==> config.mk <==
export PLATFORM = sky130hd
export DESIGN_NAME = obb_div
export DESIGN_NICKNAME = d
export VERILOG_FILES = /design/src/hdl/obb_pkg.sv /design/src/hdl/obb_div.sv
export SDC_FILE = /design/constraint.sdc
export NUM_CORES = 1
export LEC_CHECK = 0
export BUFFER_PORTS_ARGS = -buffer_cell sky130_fd_sc_hd__buf_2
export CAP_MARGIN = 10
export CORE_MARGIN = 1.5
export CORE_UTILIZATION = 60
export DETAILED_ROUTE_END_ITERATION = 10
export PLACE_DENSITY = 0.81
export RECOVER_POWER = 50
export SLEW_MARGIN = 30
export SYNTH_ARGS = -nofsm -noshare
export SYNTH_HDL_FRONTEND = slang
export SYNTH_SLANG_ARGS = --single-unit
==> constraint.sdc <==
create_clock -name clk_i -period 4.51 [get_ports clk_i]
set_clock_uncertainty 0.1 [all_clocks]
set_input_delay 0.6765 -clock clk_i [delete_from_list [all_inputs] [get_ports clk_i]]
set_output_delay 0.6765 -clock clk_i [all_outputs]
set_load 0.03 [all_outputs]
==> src/hdl/obb_pkg.sv <==
`default_nettype none
package obb_pkg;

  localparam int FRAC_BITS_DEF = 16;
  localparam int SLOTS = 22;
  localparam int DEPTH = 2 * SLOTS;
  localparam int ADDR_W = 6;
  localparam int SLOT_W = 5;
  localparam int WORD_W = 32;
  localparam int OPW = 34;
  localparam int ACC_W = 2 * OPW;
  localparam int SQ_W = 63;

  localparam logic [SLOT_W-1:0] LAST_SLOT = 5'd21;
  localparam logic [SLOT_W-1:0] HI_BASE = 5'd3;
  localparam logic [SLOT_W-1:0] MAT_BASE = 5'd6;
  localparam logic [SLOT_W-1:0] ROW4_BASE = 5'd18;
  localparam logic [2:0] PT_BASE = 3'd2;
  localparam logic [2:0] PT_FAR = 3'd3;
  localparam logic [2:0] PT_CTR = 3'd5;
  localparam logic [1:0] W_COL = 2'd3;
  localparam logic [1:0] LAST_K = 2'd2;
  localparam logic [1:0] LAST_AX = 2'd2;
  localparam logic [2:0] PRJ_H1 = 3'd3;
  localparam logic [2:0] PRJ_DC = 3'd6;

  typedef enum logic [4:0] {
    OP_NONE,
    OP_LOAD,
    OP_ACC_MAT,
    OP_MUL_PT,
    OP_ADD_SHR,
    OP_SAT,
    OP_DIV_PT,
    OP_HALF,
    OP_NORM,
    OP_MUL_SQ,
    OP_ADD,
    OP_SQRT_INIT,
    OP_SQRT_STEP,
    OP_DIV_AX,
    OP_CLR,
    OP_MUL_PRJ,
    OP_R_ADD,
    OP_D_CMP
  } op_e;

  typedef struct packed {
    op_e              op;
    logic             bx;
    logic [2:0]       pt;
    logic [1:0]       cc;
    logic [1:0]       kk;
    logic [1:0]       ai;
    logic [2:0]       hh;
    logic [SLOT_W-1:0] idx;
  } cmd_t;

  typedef struct packed {
    logic div_done;
    logic norm_zero;
    logic norm_ok;
    logic sqrt_last;
    logic sep;
  } st_t;

  function automatic logic corner_hi(input logic [2:0] pt, input logic [1:0] k);
    logic r;
    unique case (pt)
      3'd0: r = (k == 2'd1);
      3'd1: r = (k == 2'd0);
      3'd3: r = 1'b1;
      3'd4: r = (k == 2'd2);
      default: r = 1'b0;
    endcase
    return r;
  endfunction

  function automatic logic [2:0] mid_pair(input logic [1:0] ai);
    logic [2:0] r;
    unique case (ai)
      2'd0: r = 3'd1;
      2'd1: r = 3'd0;
      default: r = 3'd4;
    endcase
    return r;
  endfunction

  function automatic logic signed [WORD_W-1:0] sat32(input logic signed [ACC_W-1:0] v);
    logic signed [WORD_W-1:0] r;
    if ((&v[ACC_W-1:WORD_W-1]) || ~(|v[ACC_W-1:WORD_W-1])) begin
      r = v[WORD_W-1:0];
    end else if (v[ACC_W-1]) begin
      r = {1'b1, {(WORD_W-1){1'b0}}};
    end else begin
      r = {1'b0, {(WORD_W-1){1'b1}}};
    end
    return r;
  endfunction

endpackage
`default_nettype wire

==> src/hdl/obb_div.sv <==
`default_nettype none
module obb_div #(
  parameter int FRAC_BITS = obb_pkg::FRAC_BITS_DEF
) (
  input  wire logic                              clk_i,
  input  wire logic                              rst_ni,
  input  wire logic                              start_i,
  input  wire logic signed [obb_pkg::OPW-1:0]    num_i,
  input  wire logic signed [obb_pkg::OPW-1:0]    den_i,
  output logic                                   done_o,
  output logic signed [obb_pkg::WORD_W-1:0]      quo_o
);

  localparam int DW = obb_pkg::OPW - 1;
  localparam int NW = DW + FRAC_BITS;
  localparam int CW = $clog2(NW + 1);
  localparam int WW = obb_pkg::WORD_W;
  localparam logic [NW-1:0] POS_LIM = NW'(64'h7fff_ffff);
  localparam logic [NW-1:0] NEG_LIM = NW'(64'h8000_0000);
  localparam logic [CW-1:0] LAST_CNT = CW'(NW - 1);

  logic            busy_q, done_q;
  logic [CW-1:0]   cnt_q;
  logic [NW-1:0]   nmag_q, quo_q;
  logic [DW-1:0]   dmag_q, rem_q;
  logic            neg_q, nneg_q, nzero_q, dzero_q;

  logic [obb_pkg::OPW-1:0] nabs, dabs;
  logic [DW:0]     r2, diff;
  logic            ge;

  assign nabs = num_i[obb_pkg::OPW-1] ? obb_pkg::OPW'(-num_i) : obb_pkg::OPW'(num_i);
  assign dabs = den_i[obb_pkg::OPW-1] ? obb_pkg::OPW'(-den_i) : obb_pkg::OPW'(den_i);
  assign r2   = {rem_q, nmag_q[NW-1]};
  assign ge   = r2 >= {1'b0, dmag_q};
  assign diff = r2 - {1'b0, dmag_q};

  always_ff @(posedge clk_i or negedge rst_ni) begin
    if (!rst_ni) begin
      busy_q <= 1'b0;
      done_q <= 1'b0;
      cnt_q  <= '0;
    end else begin
      done_q <= 1'b0;
      if (busy_q) begin
        cnt_q <= cnt_q + CW'(1);
        if (cnt_q == LAST_CNT) begin
          busy_q <= 1'b0;
          done_q <= 1'b1;
        end
      end else if (start_i) begin
        busy_q <= 1'b1;
        cnt_q  <= '0;
      end
    end
  end

  always_ff @(posedge clk_i) begin
    if (busy_q) begin
      rem_q  <= ge ? diff[DW-1:0] : r2[DW-1:0];
      quo_q  <= {quo_q[NW-2:0], ge};
      nmag_q <= {nmag_q[NW-2:0], 1'b0};
    end else if (start_i) begin
      nmag_q  <= {nabs[DW-1:0], {FRAC_BITS{1'b0}}};
      dmag_q  <= dabs[DW-1:0];
      rem_q   <= '0;
      quo_q   <= '0;
      neg_q   <= num_i[obb_pkg::OPW-1] ^ den_i[obb_pkg::OPW-1];
      nneg_q  <= num_i[obb_pkg::OPW-1];
      nzero_q <= (num_i == '0);
      dzero_q <= (den_i == '0);
    end
  end

  always_comb begin
    if (dzero_q) begin
      if (nzero_q) begin
        quo_o = '0;
      end else if (nneg_q) begin
        quo_o = {1'b1, {(WW-1){1'b0}}};
      end else begin
        quo_o = {1'b0, {(WW-1){1'b1}}};
      end
    end else if (!neg_q) begin
      quo_o = (quo_q > POS_LIM) ? {1'b0, {(WW-1){1'b1}}} : quo_q[WW-1:0];
    end else begin
      quo_o = (quo_q > NEG_LIM) ? {1'b1, {(WW-1){1'b0}}} : -quo_q[WW-1:0];
    end
  end

  assign done_o = done_q;

endmodule
`default_nettype wire

Word level (Yosys, flattened, before mapping)
Cells that the tools add are included.

storage, ports and cells
  logic and storage cells = 49
  register bits = 160
  output and inout bits = 33

operators by class
  reduce and logical (&&, ||, !) cells = 4
  order comparisons = 3
  multiplexer cells = 22
  equality and inequality tests = 1
  bitwise gates (word level) = 2
  add/subtract/negate cells = 5

operators with widths
  kind                  number
  $mux 49               4
  $mux 32               6
  $mux 33               5
  $logic_not 34->1      2
  $neg 33->33           2
  $gt 49x31->1 const B  1
  $gt 49x32->1 const B  1
  $ge 34x33->1          1
  $sub 33x33->33        1
  $neg 32->32           1
  $mux 6                2
  $add 6x1->6 const B   1
  $eq 6x6->1 const B    1
  $mux 1                5
  $reduce_and 2->1      1
  $reduce_bool 2->1     1
  $not 1->1             1
  $xor 1x1->1           1

Longest topological paths before layout
Gate-level depths: netlist (run 1).

  depth after elaboration = 4
  depth in mapped cells = 13
  depth with buffers taken out = 13

Worst setup path before layout (run 1)
No wires, ideal clock.

  kind = reg2out
  start point = register quo_q[0]
  end point = output quo_o[26] in the netlist's numbering
  buffers on the path = 1
  stages on the path, launching flop included = 10
  data required time = 3.733 ns
  setup slack = 0.304 ns
  arrival time = 3.429 ns
  cells stage by stage = edfxtp_1 inv_1 ha_1 nor3b_1 nand3_1 or3_4 o21ai_4 nand3_2 buf_2 o311ai_0

on the way
  word-level cells in the longest chain between the ends = 4
  elaborated cells between the ends (all ways) = 7
  those cells by class = add/sub (1); order compare (2); mux (4)

RTL lines
  item                                  RTL line                      source
  from (decl)                           obb_div.sv:24                 logic [NW-1:0] nmag_q, quo_q;
  from (signal assigned)                obb_div.sv:61                 quo_q <= {quo_q[NW-2:0], ge};
  $gt 49x31->1 (tied with other cells)  obb_div.sv:85                 quo_o = (quo_q > POS_LIM) ? {1'b0, {(WW-1){1'b1}}} : quo_q[WW-1:0];
  $mux 32, on equally long branches     obb_div.sv:85, obb_div.sv:87
  $mux 32 *                             obb_div.sv:84                 end else if (!neg_q) begin
  $mux 32 *                             obb_div.sv:76                 if (dzero_q) begin
  to (decl)                             obb_div.sv:11                 output logic signed [obb_pkg::WORD_W-1:0] quo_o

Mark *: on every way between the ends. The rest lies on a longest branch, timed or not.

Worst setup path in the final report (run 1)
  start point = register quo_q[16]
  end point = output quo_o[23] in the netlist's numbering

Same word-level chain as after synthesis.

==> metrics.md, run 1 <==
| Metric | Value |
|---|---|
| Worst Path Arrival | 3420 ps |
| Pwr Total | 7.29 mW |
| Die ar. | 18,500 sq um |
| Top-area cell type share of the netlist area | 0.430 |
| Pwr Density | 606 nW/um^2 |
| I/O Buffers | 103 |
| FF-to-FF setup slack | 510 ps |
| Sequential area share after synthesis | 0.449 |
| Skew-Pair Late Insertion Delay | 430 ps |
| Hold-critical path depth | 2 |
| Die Span Y | 136 um |
| Fin crit period | 4190 ps |
| RSZ-0062 raised after global routing | false |
| Post-synth cell types | 68 |
| Layout cell share with drive strength beyond 1 | 0.140 |
| Failing checks | capacitance limit, slew limit |
| Total CTS buffers | 17 |
| Status | finished, violations left |
| Layout net count | 1,318 |
| Vias per cell | 6.21 |
| Post-synth EDFFs | 152 |
| Starting Density | 0.614 |
| FILL cells | 1,309 |
| Pin count of the biggest net entering global routing | 99 |
| Via count | 9,021 |
| WS Path Type | register to output pin |
| CTS Root Cell | clkbuf_16 |
| Hold_ws | 350 ps |
| Tot GR Track Use | 0.286 |
| Leakage | 4.69 nW |
| Peak VDD IR | 0.339 mV |
| Final worst slack | 315 ps |
| Fmax | 238 MHz |
| Depth of the CTS H-tree | 4 |
| Hold Startpoint | start_i |
| Core area | 17,300 sq um |
| Post-place setup slack | 459 ps |
| Iteration-0 DRC Markers | 976 |
| First-pass GRT wire length | 41.5 mm |
| WL/cell | 17.6 um |
| Clock sink count | 160 |
| Worst R2R Path Depth | 3 |
| Synth Area per Inst | 9.54 sq um |
| CP endpoint kind | output pin |
| Slew margin rel. | -0.420 |
| Gpl congestion | 0.933 |
| Worst Hold Class | input pin to register |
| Startpoint Class | register |
| # IOs | 104 |
| Worst EP required | 3730 ps |
| Synth warnings | 0 |
| Pins Over Slew Limit | 211 |
| CTS tree | built |
| Hold Fails Final Rpt | 0 |
| Vias in the first global route | 8,268 |
| RR Startpoint | busy_q$_DFF_PN0_ |
| Cells after Synth | 1,113 |
| Ys flop type | edfxtp_1 |
| Chip width | 136 um |
| DP Wirelength | 17.6 mm |
| Finished Core Util | 0.695 |
| Worst r2r dst | quo_q[0]$_SDFFCE_PN0P_ |
| Mapped Area | 10,600 sq um |
| Largest cells by area after synthesis | edfxtp_1, o21ai_0, ha_1 |
| Layout area overhead | 13.3% |
| Worst-Margin Slew | 2120 ps |
| Drc violations | 0 |
| FF+latch count, synth | 160 |
| Tcrit/Tclk final | 0.930 |
| Hold EP | cnt_q[1]$_DFFE_PN0P_ |
| Max Buffers Root-to-Sink | 2 |
| ANT nets after route | 0 |
| Final setup violation count | 0 |
| First-pass detailed-route iteration total | 7 |
| WL final | 25.6 mm |
| Syn Nets | 1,224 |
| Leading cell type in the layout, fill and taps excluded | edfxtp_1 |
| Overflow after GRT | 0 |
| Most frequent cells in the layout | edfxtp_1, o21ai_0, nand2_1 |
| Reg clk slew, reported paths | 70 ps |
| Initial antenna violation count | 7 |
| Async set or reset register ratio after synthesis | 0.0500 |
| Rows | 48 |
| Most area-hungry cell type in the Yosys netlist | edfxtp_1 |
| Sum Neg Setup Slack | 0 ps |
| CP max FO | 12 |
| MaxCap Viol Count | 4 |
==> cells in the mapped netlist, drive strengths merged (14+ instances only) <==
cell,instances
ha,39
or3,16
nor2,68
a211oi,15
nand3,25
a21oi,63
edfxtp,152
inv,54
mux2i,17
and2,52
o21ai,124
nand2,105
nor4,16
o31ai,23
clkbuf,40
nand4,17
nor3,39
xnor2,53
xor2,41
o41ai,14
==> registers in the layout, indices dropped and copies added, names as in the netlist <==
register,flops
dzero_q,1
cnt_q,6
busy_q,1
dmag_q,33
nneg_q,1
nzero_q,1
done_o,1
neg_q,1
rem_q,33
quo_q,49
nmag_q,33
==> metal layers <==
metal  part of all wire  global-route usage
met4              0.018               0.104
met5                  0                   0
met2               0.47               0.439
met3              0.065              0.0552
met1               0.45               0.405
==> critical path: stages, from the launching register on <==
cell and delay [ps]:
edfxtp_1 490, nor4_2 470, nand4_1 230, or3_4 460
o21ai_4 290, nand3_2 340, nor3b_1 280, a21oi_1 60
o21ai_0 140, buf_2 230
==> cells by family after synthesis <==
family,Yosys count,share of synthesized area
simple gates,395,0.196
compound gates,304,0.176
flops,160,0.449
buf+inv,101,0.0363
xor+xnor,94,0.0775
fa+ha+maj,40,0.0478
mux,19,0.0181
==> timing repair <==
action / CTS / global route
setup buffers: 0 / 3
gates cloned: 0 / 1
hold buffers: 1 / 0
hold endpoints to repair: 8 / 0
resized for setup: 1 / 2
pin swaps: 0 / 2
endpoints found under the setup margin: 1 / 10
==> power by group <==
part / total (mW) / switching [mW] / internal (mW)
Sequential: 2.92 / 0.505 / 2.42
Combinational: 2.89 / 1.66 / 1.23
Clock: 1.48 / 0.683 / 0.801
==> final cells by class <==
class	count	area, sq um	share of cell area
antenna	8	20.0	0.00166
clock buffer	17	425	0.0354
clock inverter	15	188	0.0156
inverter	55	208	0.0173
multi-input combinational	853	5500	0.457
sequential	160	4760	0.396
tap	225	282	0.0234
timing repair buffer	120	641	0.0533
==> metrics by stage <==
step	cell area [sq um]	instances
floorplan	10600	1113
global placement	11400	1407
detailed placement	11400	1407
CTS	12000	1440
global route	12000	1450
finish	12000	1453
==> worst max path at each step <==
| stage | from | to | slack [ps] | depth (start not counted) |
|---|---|---|---|---|
| global route | quo_q[0]$_SDFFCE_PN0P_ | quo_o[17] | 90 | 12 |
| detailed placement | quo_q[15]$_SDFFCE_PN0P_ | quo_o[17] | 460 | 9 |
| finish | quo_q[16]$_SDFFCE_PN0P_ | quo_o[23] | 320 | 9 |
| CTS | quo_q[11]$_SDFFCE_PN0P_ | quo_o[18] | 140 | 9 |
| floorplan | quo_q[0]$_SDFFCE_PN0P_ | quo_o[26] | 300 | 9 |
| global placement | quo_q[11]$_SDFFCE_PN0P_ | quo_o[17] | 610 | 9 |
No activity file was read; power rests on OpenSTA's default activity.
==> run 2: changes to the inputs <==
--- a/config.mk
+++ b/config.mk
@@ -10,8 +10,8 @@
 export CORE_MARGIN = 1.5
 export CORE_UTILIZATION = 60
 export DETAILED_ROUTE_END_ITERATION = 10
+export HOLD_SLACK_MARGIN = 0.03
 export PLACE_DENSITY = 0.81
-export RECOVER_POWER = 50
 export SLEW_MARGIN = 30
 export SYNTH_ARGS = -nofsm -noshare
 export SYNTH_HDL_FRONTEND = slang
==> run 2 against run 1 <==
Net effect:
- the flow now finishes without violations
- largest cell class unchanged
- first-iteration DRC count is 0.61% lower
- worst setup slack improved by 2.2 ps
- utilization up 0.21 points
- global-route usage unchanged
- count of clock-buffer cells in the layout is the same
- flip-flop and latch count is the same
==> metrics.md, run 2 (synthesized netlist as in run 1, its figures left out) <==
| Metric | Value |
|---|---|
| Status | completed |
| CTS tree | built |
| MaxCap Viol Count | 0 |
| Crit path from | quo_q[15]$_SDFFCE_PN0P_ |
| Fmax | 239 MHz |
| Hold Startpoint | start_i |
| Reg clk slew, reported paths | 70 ps |
| Gpl congestion | 0.933 |
| Pin count of the biggest net entering global routing | 99 |
| Worst Hold Class | input pin to register |
| Iteration-0 DRC Markers | 970 |
| Leading cell type in the layout, fill and taps excluded | edfxtp_1 |
| Tcrit/Tclk final | 0.930 |
| Finished Core Util | 0.698 |
| Biggest register | quo_q |
| Initial antenna violation count | 7 |
| Overflow after GRT | 0 |
| RR Startpoint | rem_q[21]$_SDFFCE_PN0P_ |
| Layout net count | 1,318 |
| Rows | 48 |
| Layout cell share with drive strength beyond 1 | 0.148 |
| Skew-Pair Late Insertion Delay | 430 ps |
| Layout area overhead | 13.6% |
| Die ar. | 18,500 sq um |
| Max Buffers Root-to-Sink | 2 |
| Via count | 8,985 |
| RSZ-0062 raised after global routing | false |
| Final setup violation count | 0 |
| Vias in the first global route | 8,268 |
| I/O Buffers | 103 |
| Die Span Y | 136 um |
| Pwr Density | 605 nW/um^2 |
| Total CTS buffers | 17 |
| Core area | 17,300 sq um |
| Leakage | 4.73 nW |
| DP Wirelength | 17.6 mm |
| CTS Root Cell | clkbuf_16 |
| Fin crit period | 4190 ps |
| Worst-Margin Slew | 868 ps |
| Clock sink count | 160 |
| # IOs | 104 |
| Tot GR Track Use | 0.286 |
| Worst EP required | 3730 ps |
| Sum Neg Setup Slack | 0 ps |
| Hold Fails Final Rpt | 0 |
| Starting Density | 0.614 |
| WL final | 25.6 mm |
| Startpoint Class | register |
| Peak VDD IR | 0.337 mV |
| Slew margin rel. | 0.421 |
| Most frequent cells in the layout | edfxtp_1, o21ai_0, nand2_1 |
| WS Path Type | register to output pin |
| CP max FO | 19 |
| Pins Over Slew Limit | 0 |
| ANT nets after route | 0 |
| First-pass detailed-route iteration total | 6 |
| WL/cell | 17.6 um |
| First-pass GRT wire length | 41.5 mm |
| Depth of the CTS H-tree | 4 |
| Chip width | 136 um |
| Number of flip-flops under the largest register name | 49 |
| Vias per cell | 6.18 |
| Drc violations | 0 |
| Worst Path Arrival | 3420 ps |
| CP endpoint kind | output pin |
run 2: per-layer routing:
metal | share of wire | track usage | vias to the layer above
met1 | 0.45 | 0.405 | 4248
met3 | 0.066 | 0.0552 | 51
li1 | - | - | 4337
met2 | 0.46 | 0.439 | 349
met5 | 0 | 0 | -
met4 | 0.021 | 0.104 | 0
run 2: report_power, final:
part           internal, mW  switching [mW]
Sequential             2.41           0.504
Combinational          1.24            1.66
Clock                 0.801           0.686
run 2: path summary, 6_finish.rpt:
check / to / slack, ps / depth (start not counted)
worst max register to register: rem_q[20]$_SDFFCE_PN0P_ / 730 / 9
worst min-delay path: cnt_q[1]$_DFFE_PN0P_ / 350 / 2
worst min register to register: cnt_q[5]$_DFFE_PN0P_ / 390 / 1
worst max-delay path: quo_o[18] / 320 / 9
min in group asynchronous: cnt_q[1]$_DFFE_PN0P_ / 520 / 2
max in group asynchronous: busy_q$_DFF_PN0_ / 3610 / 2
run 2: what timing repair did:
| item | in CTS | in global routing |
|---|---|---|
| endpoints found under the setup margin | 1 | 10 |
| endpoints found under the hold margin | 8 | 0 |
| pin swaps | 0 | 2 |
| gates resized for setup | 1 | 2 |
| hold buffers | 1 | 0 |
| setup buffers | 0 | 3 |
| gates cloned | 0 | 1 |
run 2: through the flow:
step	std cells	instance area, sq um	total power, mW	hold slack, ps	setup WS [ps]
after floorplan	1113	10600	4.95	281	304
after global placement	1407	11400	5.63	372	614
after detailed placement	1407	11400	5.71	386	459
after CTS	1440	12000	7.25	337	140
after global routing	1450	12100	7.80	339	91.0
final	1453	12100	7.30	350	318
run 2: cell type report:
class,count,area (sq um)
Multi-Input combinational cell,853,5510
Fill cell,1297,5230
Sequential cell,160,4770
Timing Repair Buffer,120,666
Clock buffer,17,425
Tap cell,225,282
Inverter,55,209
Clock inverter,15,188
Antenna cell,8,20.0
run 2: worst max-delay path: stages (launching register included):
cell and delay (ps):
edfxtp_1 480, nor4_2 480, nand4_1 240, or3_4 460, o21ai_4 300, nand2_4 210
o41ai_1 360, a21oi_1 120, o21ai_1 120, buf_2 220
